## config.mk

```make
export PLATFORM = sky130hd
export DESIGN_NAME = dose_integrating_exposure_controller_top
export DESIGN_NICKNAME = d
export VERILOG_FILES = /design/src/rtl/diec_pkg.sv /design/src/rtl/dose_integrating_exposure_controller_top.sv /design/src/rtl/diec_ctrl.sv /design/src/rtl/diec_div.sv /design/src/rtl/diec_datapath.sv
export SDC_FILE = /design/constraint.sdc
export NUM_CORES = 1
export LEC_CHECK = 0
export ABC_AREA = 0
export BUFFER_PORTS_ARGS = -buffer_cell sky130_fd_sc_hd__buf_2
export CORE_MARGIN = 1.5
export CORE_UTILIZATION = 25
export DETAILED_ROUTE_END_ITERATION = 16
export PLACE_DENSITY_LB_ADDON = 0.1
export RECOVER_POWER = 25
export SYNTH_ARGS = -nofsm -noshare
export SYNTH_HDL_FRONTEND = slang
export SYNTH_SLANG_ARGS = --single-unit
```

## constraint.sdc

```tcl
create_clock -name clock -period 22.8 [get_ports clock]
set_clock_uncertainty 0.1 [all_clocks]
set_input_delay 1.14 -clock clock [delete_from_list [all_inputs] [get_ports clock]]
set_output_delay 1.14 -clock clock [all_outputs]
set_load 0.1 [all_outputs]
```

## src/rtl/diec_pkg.sv

```systemverilog
package diec_pkg;

   localparam int DOSE_WIDTH = 41;
   localparam int SECONDS_WIDTH = 9;
   localparam int ADC_WIDTH = 12;
   localparam int GAIN_WIDTH = 20;
   localparam int SETTING_WIDTH = 4;
   localparam int PRODUCT_WIDTH = GAIN_WIDTH + ADC_WIDTH;
   localparam int TARGET_BASE_WIDTH = 10;
   localparam int REPORT_BATCH_WIDTH = 16;
   localparam int CSR_INDEX_WIDTH = 1;
   localparam int CSR_DATA_WIDTH = GAIN_WIDTH;

   localparam logic [CSR_INDEX_WIDTH-1:0] CSR_DOSE_SETTING = 1'b0;
   localparam logic [CSR_INDEX_WIDTH-1:0] CSR_GAIN_PER_CODE = 1'b1;

   localparam logic [SETTING_WIDTH-1:0] DOSE_SETTING_RESET = 4'd0;
   localparam logic [GAIN_WIDTH-1:0] GAIN_PER_CODE_RESET = 20'd84582;

   localparam logic MODE_START = 1'b0;
   localparam logic MODE_TICK = 1'b1;

   typedef enum logic [1:0] {
      END_NONE = 2'd0,
      END_TARGET = 2'd1,
      END_STOPPED = 2'd2,
      END_TIMEOUT = 2'd3
   } end_status_type;

   typedef enum logic [2:0] {
      ST_IDLE,
      ST_UPDATE,
      ST_EVAL,
      ST_DIVIDE,
      ST_EMIT
   } ctrl_state_type;

   typedef struct packed {
      logic mode;
      logic [ADC_WIDTH-1:0] adc_code;
      logic stop_pressed;
   } req_type;

   typedef struct packed {
      logic coil_on;
      logic active_led;
      logic [SECONDS_WIDTH-1:0] seconds;
      logic [DOSE_WIDTH-1:0] dose_accum;
      logic [DOSE_WIDTH-1:0] dose_mean;
      logic [REPORT_BATCH_WIDTH-1:0] batch_number;
      logic [1:0] end_status;
      logic run_done;
   } rsp_type;

   typedef struct packed {
      logic capture;
      logic update;
      logic eval;
      logic emit;
   } cmd_type;

   typedef struct packed {
      logic div_done;
      logic rsp_free;
   } status_type;

   function automatic logic [TARGET_BASE_WIDTH-1:0] dose_target_base(
      input logic [SETTING_WIDTH-1:0] setting);
      logic [TARGET_BASE_WIDTH-1:0] scale;
      logic [TARGET_BASE_WIDTH-1:0] mult;
      scale = setting[3] ? 10'd100 : 10'd10;
      mult = {7'd0, setting[2:0]} + 10'd1;
      return TARGET_BASE_WIDTH'(scale * mult);
   endfunction

endpackage

```

## src/rtl/dose_integrating_exposure_controller_top.sv

```systemverilog
// Exposure controller that integrates gain_per_code times the sensor code on every
// one-second tick into a saturating dose with FRACTION_BITS fraction bits and ends
// the run on stop, on the tick past MAX_SECONDS, or when the dose reaches
// 10^(bit3+1) * (bits2..0 + 1) of dose_setting. Every accepted item produces exactly
// one result, which also carries the truncated average dose per second. An item
// passes through capture, update, end test, the bit-serial divider and load of the
// output register, and the next item is taken once that result sits in the output
// register; the divider forms one of the 41 quotient bits of the average per cycle.
// Configuration writes are accepted in every cycle and must be made only while the
// block is idle.
module dose_integrating_exposure_controller_top #(
   parameter int MAX_SECONDS = 300,
   parameter int FRACTION_BITS = 24,
   parameter int BATCH_WIDTH = 16
) (
   input  logic clock,
   input  logic reset,
   input  logic req_valid,
   output logic req_stall,
   input  diec_pkg::req_type req_data,
   output logic rsp_valid,
   input  logic rsp_stall,
   output diec_pkg::rsp_type rsp_data,
   input  logic csr_valid,
   output logic csr_ready,
   input  logic [diec_pkg::CSR_INDEX_WIDTH-1:0] csr_index,
   input  logic [diec_pkg::CSR_DATA_WIDTH-1:0] csr_data
);

   diec_pkg::cmd_type cmd;
   diec_pkg::status_type status;

   diec_ctrl u_ctrl (
      .clock(clock),
      .reset(reset),
      .req_valid(req_valid),
      .req_stall(req_stall),
      .status(status),
      .cmd(cmd)
   );

   diec_datapath #(
      .MAX_SECONDS(MAX_SECONDS),
      .FRACTION_BITS(FRACTION_BITS),
      .BATCH_WIDTH(BATCH_WIDTH)
   ) u_datapath (
      .clock(clock),
      .reset(reset),
      .req_data(req_data),
      .rsp_valid(rsp_valid),
      .rsp_stall(rsp_stall),
      .rsp_data(rsp_data),
      .csr_valid(csr_valid),
      .csr_ready(csr_ready),
      .csr_index(csr_index),
      .csr_data(csr_data),
      .cmd(cmd),
      .status(status)
   );

endmodule

```

## src/rtl/diec_ctrl.sv

```systemverilog
module diec_ctrl (
   input  logic clock,
   input  logic reset,
   input  logic req_valid,
   output logic req_stall,
   input  diec_pkg::status_type status,
   output diec_pkg::cmd_type cmd
);

   diec_pkg::ctrl_state_type state_ff;
   diec_pkg::ctrl_state_type state_in;

   always_ff @(posedge clock) begin
      if (reset) begin
         state_ff <= diec_pkg::ST_IDLE;
      end else begin
         state_ff <= state_in;
      end
   end

   always_comb begin
      state_in = state_ff;
      unique case (state_ff)
         diec_pkg::ST_IDLE: begin
            if (req_valid) begin
               state_in = diec_pkg::ST_UPDATE;
            end
         end
         diec_pkg::ST_UPDATE: begin
            state_in = diec_pkg::ST_EVAL;
         end
         diec_pkg::ST_EVAL: begin
            state_in = diec_pkg::ST_DIVIDE;
         end
         diec_pkg::ST_DIVIDE: begin
            if (status.div_done) begin
               state_in = diec_pkg::ST_EMIT;
            end
         end
         diec_pkg::ST_EMIT: begin
            if (status.rsp_free) begin
               state_in = diec_pkg::ST_IDLE;
            end
         end
         default: begin
            state_in = diec_pkg::ST_IDLE;
         end
      endcase
   end

   always_comb begin
      cmd = '0;
      req_stall = 1'b1;
      unique case (state_ff)
         diec_pkg::ST_IDLE: begin
            req_stall = reset;
            cmd.capture = req_valid && !reset;
         end
         diec_pkg::ST_UPDATE: begin
            cmd.update = 1'b1;
         end
         diec_pkg::ST_EVAL: begin
            cmd.eval = 1'b1;
         end
         diec_pkg::ST_DIVIDE: begin
         end
         diec_pkg::ST_EMIT: begin
            cmd.emit = status.rsp_free;
         end
         default: begin
         end
      endcase
   end

`ifndef NO_ASSERTIONS
   a_divide_to_emit: assert property (@(posedge clock) disable iff (reset)
      (state_ff == diec_pkg::ST_DIVIDE && status.div_done) |=>
         (state_ff == diec_pkg::ST_EMIT))
      else $error("divider completion did not lead to result transfer");

   a_emit_needs_room: assert property (@(posedge clock) disable iff (reset)
      cmd.emit |-> status.rsp_free)
      else $error("result loaded while output register is occupied");
`endif

endmodule

```

## src/rtl/diec_div.sv

```systemverilog
module diec_div (
   input  logic clock,
   input  logic reset,
   input  logic start,
   input  logic [diec_pkg::DOSE_WIDTH-1:0] dividend,
   input  logic [diec_pkg::SECONDS_WIDTH-1:0] divisor,
   output logic done,
   output logic [diec_pkg::DOSE_WIDTH-1:0] quotient
);

   localparam int CountWidth = $clog2(diec_pkg::DOSE_WIDTH);

   logic busy_ff;
   logic busy_in;
   logic [CountWidth-1:0] count_ff;
   logic [CountWidth-1:0] count_in;
   logic [diec_pkg::DOSE_WIDTH-1:0] quot_ff;
   logic [diec_pkg::DOSE_WIDTH-1:0] quot_in;
   logic [diec_pkg::SECONDS_WIDTH-1:0] rem_ff;
   logic [diec_pkg::SECONDS_WIDTH-1:0] rem_in;
   logic [diec_pkg::SECONDS_WIDTH-1:0] divisor_ff;
   logic [diec_pkg::SECONDS_WIDTH-1:0] divisor_in;
   logic [diec_pkg::SECONDS_WIDTH:0] trial;
   logic fits;

   assign trial = {rem_ff, quot_ff[diec_pkg::DOSE_WIDTH-1]};
   assign fits = trial >= {1'b0, divisor_ff};
   assign done = busy_ff && (count_ff == '0);
   assign quotient = quot_ff;

   always_comb begin
      busy_in = busy_ff;
      count_in = count_ff;
      quot_in = quot_ff;
      rem_in = rem_ff;
      divisor_in = divisor_ff;
      if (start) begin
         busy_in = 1'b1;
         count_in = CountWidth'(diec_pkg::DOSE_WIDTH - 1);
         quot_in = dividend;
         rem_in = '0;
         divisor_in = divisor;
      end else if (busy_ff) begin
         quot_in = {quot_ff[diec_pkg::DOSE_WIDTH-2:0], fits};
         rem_in = fits ? diec_pkg::SECONDS_WIDTH'(trial - {1'b0, divisor_ff})
                       : trial[diec_pkg::SECONDS_WIDTH-1:0];
         count_in = count_ff - 1'b1;
         if (count_ff == '0) begin
            busy_in = 1'b0;
         end
      end
   end

   always_ff @(posedge clock) begin
      if (reset) begin
         busy_ff <= 1'b0;
      end else begin
         busy_ff <= busy_in;
      end
      count_ff <= count_in;
      quot_ff <= quot_in;
      rem_ff <= rem_in;
      divisor_ff <= divisor_in;
   end

`ifndef NO_ASSERTIONS
   a_busy_holds: assert property (@(posedge clock) disable iff (reset)
      (busy_ff && count_ff != '0 && !start) |=> busy_ff)
      else $error("divider stopped before all quotient bits were formed");
`endif

endmodule

```

## src/rtl/diec_datapath.sv

```systemverilog
module diec_datapath #(
   parameter int MAX_SECONDS = 300,
   parameter int FRACTION_BITS = 24,
   parameter int BATCH_WIDTH = 16
) (
   input  logic clock,
   input  logic reset,
   input  diec_pkg::req_type req_data,
   output logic rsp_valid,
   input  logic rsp_stall,
   output diec_pkg::rsp_type rsp_data,
   input  logic csr_valid,
   output logic csr_ready,
   input  logic [diec_pkg::CSR_INDEX_WIDTH-1:0] csr_index,
   input  logic [diec_pkg::CSR_DATA_WIDTH-1:0] csr_data,
   input  diec_pkg::cmd_type cmd,
   output diec_pkg::status_type status
);

   localparam int DW = diec_pkg::DOSE_WIDTH;
   localparam int SW = diec_pkg::SECONDS_WIDTH;
   localparam int PW = diec_pkg::PRODUCT_WIDTH;

   logic [diec_pkg::SETTING_WIDTH-1:0] setting_ff;
   logic [diec_pkg::SETTING_WIDTH-1:0] setting_in;
   logic [diec_pkg::GAIN_WIDTH-1:0] gain_ff;
   logic [diec_pkg::GAIN_WIDTH-1:0] gain_in;
   logic running_ff;
   logic running_in;
   logic indicator_ff;
   logic indicator_in;
   logic [SW-1:0] tick_ff;
   logic [SW-1:0] tick_in;
   logic [DW-1:0] dose_ff;
   logic [DW-1:0] dose_in;
   logic [BATCH_WIDTH-1:0] batch_ff;
   logic [BATCH_WIDTH-1:0] batch_in;
   logic pending_ff;
   logic pending_in;
   logic rsp_valid_ff;
   logic rsp_valid_in;
   diec_pkg::rsp_type rsp_ff;
   diec_pkg::rsp_type rsp_in;
   logic mode_ff;
   logic mode_in;
   logic stop_ff;
   logic stop_in;
   logic [PW-1:0] product_ff;
   logic [PW-1:0] product_in;
   logic [SW:0] next_ff;
   logic [SW:0] next_in;
   logic tick_active_ff;
   logic tick_active_in;
   diec_pkg::end_status_type end_ff;
   diec_pkg::end_status_type end_in;
   logic [BATCH_WIDTH-1:0] report_batch_ff;
   logic [BATCH_WIDTH-1:0] report_batch_in;

   logic [DW:0] dose_sum;
   logic [SW:0] tick_next;
   logic [DW-1:0] target;
   diec_pkg::end_status_type eval_status;
   logic div_done;
   logic [DW-1:0] quotient;

   assign dose_sum = {1'b0, dose_ff} + {{(DW + 1 - PW){1'b0}}, product_ff};
   assign tick_next = {1'b0, tick_ff} + {{SW{1'b0}}, 1'b1};
   assign target = {{(DW - diec_pkg::TARGET_BASE_WIDTH){1'b0}},
                    diec_pkg::dose_target_base(setting_ff)} << FRACTION_BITS;

   always_comb begin
      priority if (!tick_active_ff) begin
         eval_status = diec_pkg::END_NONE;
      end else if (stop_ff) begin
         eval_status = diec_pkg::END_STOPPED;
      end else if (next_ff > (SW + 1)'(MAX_SECONDS)) begin
         eval_status = diec_pkg::END_TIMEOUT;
      end else if (dose_ff >= target) begin
         eval_status = diec_pkg::END_TARGET;
      end else begin
         eval_status = diec_pkg::END_NONE;
      end
   end

   diec_div u_div (
      .clock(clock),
      .reset(reset),
      .start(cmd.eval),
      .dividend(dose_ff),
      .divisor(tick_ff),
      .done(div_done),
      .quotient(quotient)
   );

   assign status.div_done = div_done;
   assign status.rsp_free = !rsp_valid_ff || !rsp_stall;
   assign csr_ready = 1'b1;
   assign rsp_valid = rsp_valid_ff;
   assign rsp_data = rsp_ff;

   always_comb begin
      setting_in = setting_ff;
      gain_in = gain_ff;
      running_in = running_ff;
      indicator_in = indicator_ff;
      tick_in = tick_ff;
      dose_in = dose_ff;
      batch_in = batch_ff;
      pending_in = pending_ff;
      rsp_valid_in = rsp_valid_ff;
      rsp_in = rsp_ff;
      mode_in = mode_ff;
      stop_in = stop_ff;
      product_in = product_ff;
      next_in = next_ff;
      tick_active_in = tick_active_ff;
      end_in = end_ff;
      report_batch_in = report_batch_ff;

      if (csr_valid) begin
         unique case (csr_index)
            diec_pkg::CSR_DOSE_SETTING: begin
               setting_in = csr_data[diec_pkg::SETTING_WIDTH-1:0];
            end
            diec_pkg::CSR_GAIN_PER_CODE: begin
               gain_in = csr_data;
            end
            default: begin
            end
         endcase
      end

      if (cmd.capture) begin
         mode_in = req_data.mode;
         stop_in = req_data.stop_pressed;
         product_in = {{(PW - diec_pkg::GAIN_WIDTH){1'b0}}, gain_ff} *
                      {{(PW - diec_pkg::ADC_WIDTH){1'b0}}, req_data.adc_code};
      end

      if (cmd.update) begin
         tick_active_in = 1'b0;
         if (mode_ff == diec_pkg::MODE_START) begin
            if (running_ff) begin
               pending_in = 1'b1;
            end else begin
               running_in = 1'b1;
               indicator_in = 1'b1;
               tick_in = '0;
               dose_in = '0;
               pending_in = 1'b0;
            end
         end else if (running_ff) begin
            tick_active_in = 1'b1;
            indicator_in = !indicator_ff;
            next_in = tick_next;
            tick_in = tick_next[SW] ? {SW{1'b1}} : tick_next[SW-1:0];
            dose_in = dose_sum[DW] ? {DW{1'b1}} : dose_sum[DW-1:0];
         end
      end

      if (cmd.eval) begin
         end_in = eval_status;
         report_batch_in = batch_ff;
         if (eval_status != diec_pkg::END_NONE) begin
            running_in = 1'b0;
            indicator_in = 1'b0;
            batch_in = batch_ff + {{(BATCH_WIDTH - 1){1'b0}}, 1'b1};
         end
      end

      if (rsp_valid_ff && !rsp_stall) begin
         rsp_valid_in = 1'b0;
      end

      if (cmd.emit) begin
         rsp_valid_in = 1'b1;
         rsp_in.coil_on = running_ff;
         rsp_in.active_led = indicator_ff;
         rsp_in.seconds = tick_ff;
         rsp_in.dose_accum = dose_ff;
         rsp_in.dose_mean = (tick_ff == '0) ? '0 : quotient;
         rsp_in.batch_number = diec_pkg::REPORT_BATCH_WIDTH'(report_batch_ff);
         rsp_in.end_status = end_ff;
         rsp_in.run_done = (end_ff != diec_pkg::END_NONE);
         if ((end_ff != diec_pkg::END_NONE) && pending_ff) begin
            running_in = 1'b1;
            indicator_in = 1'b1;
            tick_in = '0;
            dose_in = '0;
            pending_in = 1'b0;
         end
      end
   end

   always_ff @(posedge clock) begin
      if (reset) begin
         setting_ff <= diec_pkg::DOSE_SETTING_RESET;
         gain_ff <= diec_pkg::GAIN_PER_CODE_RESET;
         running_ff <= 1'b0;
         indicator_ff <= 1'b0;
         tick_ff <= '0;
         dose_ff <= '0;
         batch_ff <= {{(BATCH_WIDTH - 1){1'b0}}, 1'b1};
         pending_ff <= 1'b0;
         rsp_valid_ff <= 1'b0;
      end else begin
         setting_ff <= setting_in;
         gain_ff <= gain_in;
         running_ff <= running_in;
         indicator_ff <= indicator_in;
         tick_ff <= tick_in;
         dose_ff <= dose_in;
         batch_ff <= batch_in;
         pending_ff <= pending_in;
         rsp_valid_ff <= rsp_valid_in;
      end
      rsp_ff <= rsp_in;
      mode_ff <= mode_in;
      stop_ff <= stop_in;
      product_ff <= product_in;
      next_ff <= next_in;
      tick_active_ff <= tick_active_in;
      end_ff <= end_in;
      report_batch_ff <= report_batch_in;
   end

`ifndef NO_ASSERTIONS
   a_done_matches_status: assert property (@(posedge clock) disable iff (reset)
      rsp_valid_ff |-> (rsp_ff.run_done == (rsp_ff.end_status != diec_pkg::END_NONE)))
      else $error("run_done disagrees with end_status");

   a_ended_run_is_off: assert property (@(posedge clock) disable iff (reset)
      (rsp_valid_ff && rsp_ff.run_done) |-> (!rsp_ff.coil_on && !rsp_ff.active_led))
      else $error("ending result shows lamp or indicator on");
`endif

endmodule
```

==> run_results.csv, run 1 <==
group,metric,value,unit
hold_path,hp-class,"reg2reg",
status,violations,"max-capacitance violations, max-slew violations",
finish,nNetsFinal,2733,
route,routedWlPerCell,17.2,um
critical_path,crit_chain,"buf_2 > nand2_1 > fa_1 > fa_1 > inv_1 > fa_1 > inv_1 > fa_1 > inv_1 > fa_1 > ha_1 > nor2_1 > or3b_2 > a31o_2 > o221ai_1 > o21ai_1 > o2111a_1 > o21ai_1 > a21oi_1 > xnor2_1",
sta,rsz0062_at_grt,"false",
synthesis,netlist_area,22700,um2
grt,antenna_found_initial,6,
cts,cts_tree,"yes",
die,rows,110,
sta,slew_violations,155,
power_and_ir_drop,ir_worst_vdd,73.7,uV
cts,path_clk_slew,0.06,ns
critical_path,rr_worst_depth,19,
cts,root_buffer,"clkbuf_16",
synthesis,async_flop_share,0,%
synthesis,ys_seq_area_share,39.7,%
grt,grt_max_degree,77,
die,die_area,92800,um2
grt,grt_overflow_total,0,
finish,area_growth,14.5,%
cts,postCtsSetupBuffers,0,
synthesis,synth_common_cells,"nand2_1, inv_1, edfxtp_1",
critical_path,start_kind,"primary input",
status,status,"finished, violations left",
critical_path,r2r-end,"u_datapath.product_ff[31]$_DFFE_PP_",
cts,cts_resized,0,
sta,hold_ws,0.317,ns
grt,grt_pass1_vias,16749,
sta,finalSetupTns,0,ns
hold_path,min_path_cells,0,
sta,fmax,154,MHz
synthesis,yosysTopAreaCell,"edfxtp_1",
power_and_ir_drop,power.switching,0.925,mW
power_and_ir_drop,clockPowerShare,26.5,%
placement,hpwl,47200,um
route,remaining_drc_errors,0,
cts,numCtsBuffers,43,
run,drv_cap,3,
sta,fin_crit,6.49,ns
sta,tightest_slew,2.84,ns
placement,routabilityCongestion,0.802,
sta,worst_slew_margin_rel,-89.5,%
critical_path,crit_type,"in2reg",
route,first_pass_iters,5,
grt,track_usage,13.3,%
cts,clock-sinks,338,
critical_path,slowest_delay,0.56,ns
cts,clockBufferDepth,3,
power_and_ir_drop,combPwrFrac,41.8,%
finish,drive_gt1_share,10.4,%
route,vias,15900,
synthesis,yosysWarningCount,0,
critical_path,critPathMaxFanout,20,
synthesis,ys_ff_latch,338,
route,wl,61500,um
synthesis,yosys.cell_count.top_type,"nand2_1",
finish,multiInputGateArea,12500,um2
hold_path,hold_start,"u_datapath.report_batch_ff[0]$_DFFE_PP_",
die,initial_core_util,25.3,%
critical_path,critPathCaptureType,"flop",
route,initialDrtViolationCount,796,
power_and_ir_drop,sw_frac_of_total,36.7,%
finish,utilization,28.9,%
synthesis,synthFlopType,"edfxtp_1",
power_and_ir_drop,seq_power_share,31.7,%
finish,postLayoutCellArea,26000,um2
critical_path,required,23.03,ns
power_and_ir_drop,power_density,96.8,nW/um2
die,fp.coreArea,90000,um2
critical_path,worstPathArrival,6.71,ns
synthesis,synth_cell_type_count,86,
grt,grt_pass1_wl,97600,um
finish,final_cells,3582,
die,pin_count,155,
die,die_w,305,um
sta,min_period_over_period,28.4,%
critical_path,r2r-start,"u_datapath.gain_ff[1]$_SDFFE_PP1P_",
critical_path,critPathSlowestCell,"fa_1",
placement,portBuffers,153,
cts,htreeDepth,2,
hold_path,whs_endpoint,"u_datapath.rsp_data[3]$_DFFE_PP_",
placement,place_area,24700,um2
synthesis,synth_area_per_cell,10.1,um2
power_and_ir_drop,p_leak,10.9,nW
route,drtAntennaViolNets,0,
cts,clock_latency,0.59,ns
critical_path,regToRegSetupSlack,16.52,ns
die,dieHeight,305,um
synthesis,synth_edf_count,225,
sta,setup_viol,0,
synthesis,yosysTopAreaCellShare,29.7,%
cts,holdBufCountCts,0,
synthesis,synth_cells,2258,
finish,seq_area,9020,um2
sta,hold_viol,0,
critical_path,path_common_cell,"fa_1",
power_and_ir_drop,p_int,1.59,mW
route,vias_per_cell,4.44,
placement,dp_cells,3498,
synthesis,synthTopCellsByArea,"edfxtp_1, fa_1, dfxtp_1",
finish,nFillCells,9544,
per-stage QoR:
step | total power, mW | setup slack [ns]
floorplan | 1.62 | 14.49
global placement | 1.88 | 15.68
detailed placement | 1.87 | 15.69
CTS | 2.57 | 16.32
global route | 2.73 | 16.04
finish | 2.52 | 16.31
kinds of logic after synthesis:
kind of cell	after synthesis	share of synthesized area [%]
AO/OA/AOI/OAI	370	10.5
XOR/XNOR	85	3.27
AND/OR/NAND/NOR	794	16.3
multiplexers	13	0.572
buffers and inverters	330	5.59
adder cells (fa/ha/maj)	326	24.0
flip-flops	338	39.7
other	2	0.0330
state kept, by name (all words and copies together), names as in the netlist, 4 cells and up:
signal,count
u_datapath.u_div.count_ff,6
u_datapath.tick_ff,9
u_datapath.gain_ff,20
u_datapath.next_ff,10
u_datapath.setting_ff,4
u_datapath.u_div.rem_ff,9
u_datapath.report_batch_ff,16
u_datapath.u_div.divisor_ff,9
u_datapath.batch_ff,16
u_datapath.rsp_data,112
u_datapath.u_div.quotient,41
u_datapath.dose_ff,41
u_datapath.product_ff,32
how the worst max path moves through the flow:
stage / startpoint / end / slack [ns] / depth (start not counted)
after floorplan: rsp_stall / u_datapath.dose_ff[28]$_SDFF_PP0_ / 14.49 / 6
after global placement: req_data[12] / u_datapath.product_ff[31]$_DFFE_PP_ / 15.68 / 20
after detailed placement: req_data[12] / u_datapath.product_ff[31]$_DFFE_PP_ / 15.69 / 20
after CTS: req_data[12] / u_datapath.product_ff[31]$_DFFE_PP_ / 16.32 / 20
after global routing: req_data[12] / u_datapath.product_ff[31]$_DFFE_PP_ / 16.04 / 20
final: req_data[12] / u_datapath.product_ff[31]$_DFFE_PP_ / 16.31 / 20
cell usage in the layout, fill, tap and decap left out, drive strengths merged, types with 21 or more instances in the layout:
cell type	n
nand2	422
clkbuf	64
a21oi	140
nor2	90
o21ai	80
buf	156
xor2	21
xnor2	64
nand3	34
dfxtp	113
inv	228
ha	141
edfxtp	225
and2	120
fa	185
a21o	37
cell type report:
type,instances,area share (%)
antenna,5,0.0481
clock buffer,57,4.41
clock inverter,22,0.870
inverter,229,3.30
multi-input combinational,1592,47.9
sequential,338,34.6
tap,1176,5.65
timing repair buffer,163,3.17
metal layers:
layer,global-route usage [%],vias up,wire [um]
met5,0,-,7
met4,3.53,2,1240
met3,2.02,74,2410
met2,20.6,301,26600
met1,19.2,7732,31200
li1,-,7791,-
critical path, delay by kind of cell:
| kind | cells | cell delay, ns |
|---|---|---|
| adder cells (fa/ha/maj) | 6 | 2.95 |
| AND/OR/NAND/NOR | 3 | 0.68 |
| XOR/XNOR | 1 | 0.13 |
| buffers and inverters | 4 | 0.54 |
| AO/OA/AOI/OAI | 6 | 1.27 |
power groups by stage:
| stage | Combinational (mW) | Sequential, mW | Clock (mW) |
|---|---|---|---|
| after floorplan | 0.833 | 0.788 | 0 |
| after global placement | 1.07 | 0.812 | 0 |
| after detailed placement | 1.06 | 0.814 | 0 |
| after CTS | 1.07 | 0.801 | 0.697 |
| after global routing | 1.21 | 0.807 | 0.716 |
| final | 1.05 | 0.800 | 0.667 |
(Power assumes the default switching activity.)
==> run 2, diff against run 1 <==
- clock period: 22.8 -> 6.6 ns (I/O delays scaled with it)
==> run 2 against run 1 <==
Against the previous run:
- the flow still finishes with violations (max-capacitance violations, max-slew violations)
- first-iteration DRC count decreased by 12%
- routed wire length is 1.1% higher
- hold slack worse by 0.29 ns
- worst setup slack worse by 16 ns
- critical endpoint unchanged
- combinational power grew to 3.6 times the previous value
- sequential power rose to 3.4 times the previous value
- register-to-register slack lost 16 ns
- critical path depth up 1
- final area grew 2.2%
- total power increased to 3.6 times the previous value
==> run_results.csv, run 2 (same netlist as run 1, synthesis figures left out) <==
group,metric,value,unit
placement,hpwl,48200,um
die,rows,110,
power_and_ir_drop,ir_worst_vdd,216,uV
cts,clock-sinks,338,
critical_path,regToRegSetupSlack,0.46,ns
die,die_w,305,um
status,status,"finished, violations left",
grt,track_usage,13.4,%
placement,routabilityCongestion,0.807,
route,initialDrtViolationCount,703,
finish,drive_gt1_share,11.4,%
grt,antenna_found_initial,4,
cts,clockBufferDepth,3,
grt,grt_max_degree,77,
route,vias,16008,
finish,seq_area,9020,um2
cts,htreeDepth,2,
grt,grt_pass1_wl,99000,um
power_and_ir_drop,power.switching,3.33,mW
critical_path,critPathMaxFanout,13,
finish,mostFrequentLayoutCells,"nand2_1, inv_1, edfxtp_1",
power_and_ir_drop,p_leak,11.1,nW
sta,min_period_over_period,93.0,%
cts,cts_tree,"yes",
cts,path_clk_slew,0.05,ns
sta,setup_viol,0,
cts,root_buffer,"clkbuf_16",
cts,postCtsSetupBuffers,0,
route,first_pass_iters,5,
power_and_ir_drop,combPwrFrac,41.2,%
critical_path,critPathCaptureType,"flop",
sta,finalSetupTns,0,ns
finish,nFillCells,9524,
sta,slew_violations,85,
sta,rsz0062_at_grt,"false",
route,drtAntennaViolNets,0,
route,wl,62200,um
die,initial_core_util,25.3,%
sta,hold_viol,0,
power_and_ir_drop,clockPowerShare,28.5,%
hold_path,hp-class,"in2reg",
critical_path,worstPathArrival,6.36,ns
critical_path,start_kind,"flop",
power_and_ir_drop,seq_power_share,30.3,%
grt,grt_overflow_total,0,
cts,clock_latency,0.59,ns
die,fp.coreArea,90000,um2
die,die_area,92800,um2
route,remaining_drc_errors,0,
power_and_ir_drop,totalPowerFinal,9.09,mW
grt,use_met3,2.50,%
run,drv_cap,2,
status,violations,"max-capacitance violations, max-slew violations",
sta,fin_crit,6.14,ns
finish,multiInputGateArea,12500,um2
critical_path,required,6.82,ns
finish,layout_commonest_cell,"nand2_1",
finish,nNetsFinal,2776,
cts,numCtsBuffers,44,
grt,grt-busiest-layer,"met2",
grt,use_met2,20.9,%
grt,grt_pass1_vias,16902,
critical_path,crit_type,"reg2reg",
power_and_ir_drop,p_int,5.76,mW
sta,worst_slew_margin_rel,-63.1,%
placement,portBuffers,153,
die,pin_count,155,
power_and_ir_drop,power_density,342,nW/um2
route,vias_per_cell,4.42,
die,dieHeight,305,um
sta,tightest_slew,2.45,ns
finish,area_growth,17.0,%
power_and_ir_drop,sw_frac_of_total,36.6,%
grt,grtUsageMet1,19.2,%
sta,fmax,163,MHz
route,routedWlPerCell,17.2,um
finish,largest_reg_flops,112,
[run 2: changes by cell type in the layout (fill, tap and decap cells not counted), sizes merged]
cell | previous run | this run
buf | 156 | 175
dlygate4sd3 | 0 | 23
bufinv | 3 | 8
diode | 5 | 4
inv | 228 | 230
clkbuf | 64 | 59
[run 2: worst paths after layout]
check | start | to | cells past startpoint
setup / recovery | u_datapath.gain_ff[0]$_SDFFE_PP0P_ | u_datapath.product_ff[31]$_DFFE_PP_ | 21
hold / removal | csr_data[1] | u_datapath.gain_ff[1]$_SDFFE_PP1P_ | 3
setup reg to reg | u_datapath.gain_ff[0]$_SDFFE_PP0P_ | u_datapath.product_ff[31]$_DFFE_PP_ | 21
hold reg to reg | u_datapath.report_batch_ff[2]$_DFFE_PP_ | u_datapath.rsp_data[5]$_DFFE_PP_ | 0
[run 2: per-layer routing]
metal	routed length, um	vias to the layer above
li1	-	7892
met4	1050	2
met5	10	-
met3	2690	65
met1	31100	7798
met2	27300	251
[run 2: area by class of cell]
type,count,area share [%]
multi-input combinational,1592,46.9
sequential,338,33.9
tap,1176,5.53
timing repair buffer,205,4.50
clock buffer,52,4.29
inverter,229,3.23
clock inverter,29,1.58
antenna,4,0.0376
[run 2: through the flow]
step / std cells / instance area [um2] / hold WS, ns / util [%] / worst slack (ns)
after floorplan: 2260 / 22700 / 0.300 / - / 0.921
after global placement: 3517 / 24800 / 0.308 / 27.6 / 0.428
after detailed placement: 3517 / 24800 / 0.305 / 27.6 / 0.446
after CTS: 3621 / 26600 / 0.00148 / 29.6 / 0.485
after global routing: 3622 / 26600 / 0.0388 / 29.5 / 0.131
final: 3625 / 26600 / 0.0287 / 29.6 / 0.459
[run 2: timing repair]
action / 4_1_cts / 5_1_grt
hold endpoints to repair: 23 / 0
setup endpoints to repair: 0 / 0
resized for setup: 0 / 0
hold buffers: 23 / 0
[run 2: power by group through the flow]
stage | clock [mW] | combinational [mW] | sequential [mW]
floorplan | 0 | 2.88 | 2.72
global placement | 0 | 3.77 | 2.80
detailed placement | 0 | 3.78 | 2.80
CTS | 2.70 | 3.82 | 2.75
global route | 2.78 | 4.29 | 2.78
finish | 2.59 | 3.75 | 2.75
[run 2: worst max-delay path, cell delays in order, from the launching register on]
cell,delay [ns]
dfxtp_1,0.33
clkbuf_1,0.53
and2_1,0.22
ha_1,0.16
inv_1,0.07
fa_1,0.52
inv_1,0.06
fa_1,0.53
inv_1,0.06
fa_1,0.55
inv_1,0.06
fa_1,0.47
ha_1,0.33
nor2_1,0.06
or3b_2,0.48
a31o_2,0.25
o221ai_1,0.26
o21ai_1,0.20
o2111a_1,0.30
o21ai_1,0.14
a21oi_1,0.09
xnor2_1,0.12
==> run 3, diff against run 2 <==
- REMOVE_ABC_BUFFERS: unset -> 1
==> run 3 against run 2 <==
Against the previous run:
- largest cell class unchanged
- the flow still finishes with violations (max-capacitance violations, max-slew violations)
- critical path type unchanged
- routed wire length is 1.7% higher
- cell count barely moved
- clock power is 6% lower
- maximum frequency up 1.9%
==> run_results.csv, run 3 (same netlist as run 1, synthesis figures left out) <==
group,metric,value,unit
critical_path,crit_family,"adder cells",
route,drtAntennaViolNets,0,
critical_path,path_common_cell,"fa_1",
critical_path,crit_chain,"nand2_1 > fa_1 > inv_1 > fa_1 > inv_1 > fa_1 > inv_1 > fa_1 > fa_1 > ha_1 > nor3_1 > or3b_2 > a31o_2 > o221ai_1 > o21ai_1 > o2111a_1 > o21ai_1 > a21oi_1 > xnor2_1",
cts,root_buffer,"clkbuf_16",
finish,nNetsFinal,2784,
grt,grt_pass1_vias,16490,
sta,fmax,166,MHz
die,initial_core_util,25.3,%
route,routedWlPerCell,17.4,um
die,dieHeight,305,um
route,first_pass_iters,5,
route,vias_per_cell,4.42,
cts,clock_latency,0.58,ns
sta,hold_viol,0,
finish,antenna-diode-count,0,
grt,track_usage,13.6,%
critical_path,crit_start,"u_datapath.gain_ff[5]$_SDFFE_PP1P_",
critical_path,required,6.80,ns
status,status,"finished, violations left",
critical_path,r2r-start,"u_datapath.gain_ff[5]$_SDFFE_PP1P_",
route,wl_met1,31400,um
route,met2_length,28300,um
run,drv_cap,2,
route,initialDrtViolationCount,911,
grt,grt_overflow_total,0,
power_and_ir_drop,ir_worst_vdd,251,uV
power_and_ir_drop,power_density,336,nW/um2
finish,largest_reg_flops,112,
sta,tightest_slew,2.50,ns
finish,utilization,29.5,%
critical_path,critPathMaxFanout,10,
sta,slew_violations,87,
placement,place_ws,0.472,ns
sta,layout_setup_ws,0.573,ns
status,violations,"max-capacitance violations, max-slew violations",
sta,worst_slew_margin_rel,-66.6,%
critical_path,r2r-end,"u_datapath.product_ff[31]$_DFFE_PP_",
route,vias,16053,
cts,clockBufferDepth,3,
critical_path,crit_buf_inv,3,
cts,htreeDepth,2,
critical_path,crit_type,"reg2reg",
sta,fin_crit,6.03,ns
route,wl,63300,um
critical_path,rr_worst_depth,19,
finish,layout_commonest_cell,"nand2_1",
critical_path,critPathSlowestCell,"dfxtp_1",
die,die_area,92800,um2
route,remaining_drc_errors,0,
placement,portBuffers,153,
power_and_ir_drop,p_leak,11.1,nW
critical_path,regToRegSetupSlack,0.57,ns
placement,place_area,24900,um2
critical_path,worstPathArrival,6.23,ns
die,die_w,305,um
route,met3_wirelength,2320,um
route,dr.max_layer_used,"met4",
hold_path,hp-class,"in2reg",
sta,rsz0062_at_grt,"false",
placement,routabilityCongestion,0.844,
cts,numCtsBuffers,44,
critical_path,cp_num_cells,19,
finish,area_growth,16.8,%
die,rows,110,
critical_path,start_kind,"flop",
finish,mostFrequentLayoutCells,"nand2_1, inv_1, edfxtp_1",
die,fp.coreArea,90000,um2
grt,grt_pass1_wl,99500,um
critical_path,critPathCaptureType,"flop",
cts,clock-sinks,338,
finish,drive_gt1_share,11.3,%
sta,finalSetupTns,0,ns
grt,grt_max_degree,78,
sta,min_period_over_period,91.3,%
critical_path,slowest_delay,0.58,ns
cts,path_clk_slew,0.06,ns
grt,antenna_found_initial,0,
cts,cts_tree,"yes",
placement,hpwl,48900,um
critical_path,crit_path_end,"u_datapath.product_ff[31]$_DFFE_PP_",
sta,setup_viol,0,
die,pin_count,155,
finish,postLayoutCellArea,26500,um2
[run 3: cell types whose count changed in the layout (fill, tap and decap cells not counted), moves of 2 or more]
cell,delta
bufinv_16,-3
buf_4,+8
clkinv_4,+2
clkbuf_1,+2
diode_2,-4
clkinv_1,+6
clkinv_2,-3
buf_2,-4
[run 3: layer usage]
layer,GRT usage [%],vias to the layer above
li1,-,7886
met1,19.2,7816
met2,21.9,278
met3,1.81,73
met4,3.26,0
met5,0,-
[run 3: area by class of cell]
cell class | count | area, um2
Fill cell | 9402 | 63500
Multi-Input combinational cell | 1592 | 12500
Sequential cell | 338 | 9020
Tap cell | 1176 | 1470
Timing Repair Buffer | 213 | 1250
Clock buffer | 50 | 1140
Inverter | 229 | 860
Clock inverter | 30 | 328
[run 3: report_power, final]
| part | total (mW) | switching [mW] | internal (mW) |
|---|---|---|---|
| Combinational | 3.73 | 2.16 | 1.57 |
| Sequential | 2.76 | 0.142 | 2.62 |
| Clock | 2.43 | 0.980 | 1.45 |
| Total | 8.92 | 3.28 | 5.64 |
[run 3: worst min-delay path, delay by kind of cell]
kind,cells,cell delay [ns]
AND/OR/NAND/NOR,2,0.26
buffers and inverters,1,0.08
[run 3: worst min-delay path by stage]
stage,startpoint,endpoint,slack (ns),cells past startpoint
floorplan,reset,u_ctrl.state_ff[0]$_SDFFE_PP0P_,0.30,1
global placement,u_datapath.report_batch_ff[7]$_DFFE_PP_,u_datapath.rsp_data[10]$_DFFE_PP_,0.31,0
detailed placement,u_datapath.report_batch_ff[15]$_DFFE_PP_,u_datapath.rsp_data[18]$_DFFE_PP_,0.30,0
CTS,csr_data[9],u_datapath.gain_ff[9]$_SDFFE_PP1P_,0.02,3
global route,csr_data[9],u_datapath.gain_ff[9]$_SDFFE_PP1P_,0.03,3
finish,csr_data[9],u_datapath.gain_ff[9]$_SDFFE_PP1P_,0.04,3
[run 3: what timing repair did]
action / 4_1_cts / 5_1_grt
resized for setup: 0 / 0
setup buffers: 0 / 0
setup endpoints to repair: 0 / 0
hold buffers: 23 / 0
hold endpoints to repair: 24 / 0
[run 3: stage by stage]
stage | instances | power [mW] | hold slack, ns
6_report | 3628 | 8.92 | 0.0387
3_5_place_dp | 3525 | 6.56 | 0.305
2_1_floorplan | 2159 | 5.56 | 0.299
3_3_place_gp | 3525 | 6.55 | 0.307
4_1_cts | 3628 | 9.09 | 0.0232
5_1_grt | 3628 | 9.66 | 0.0319
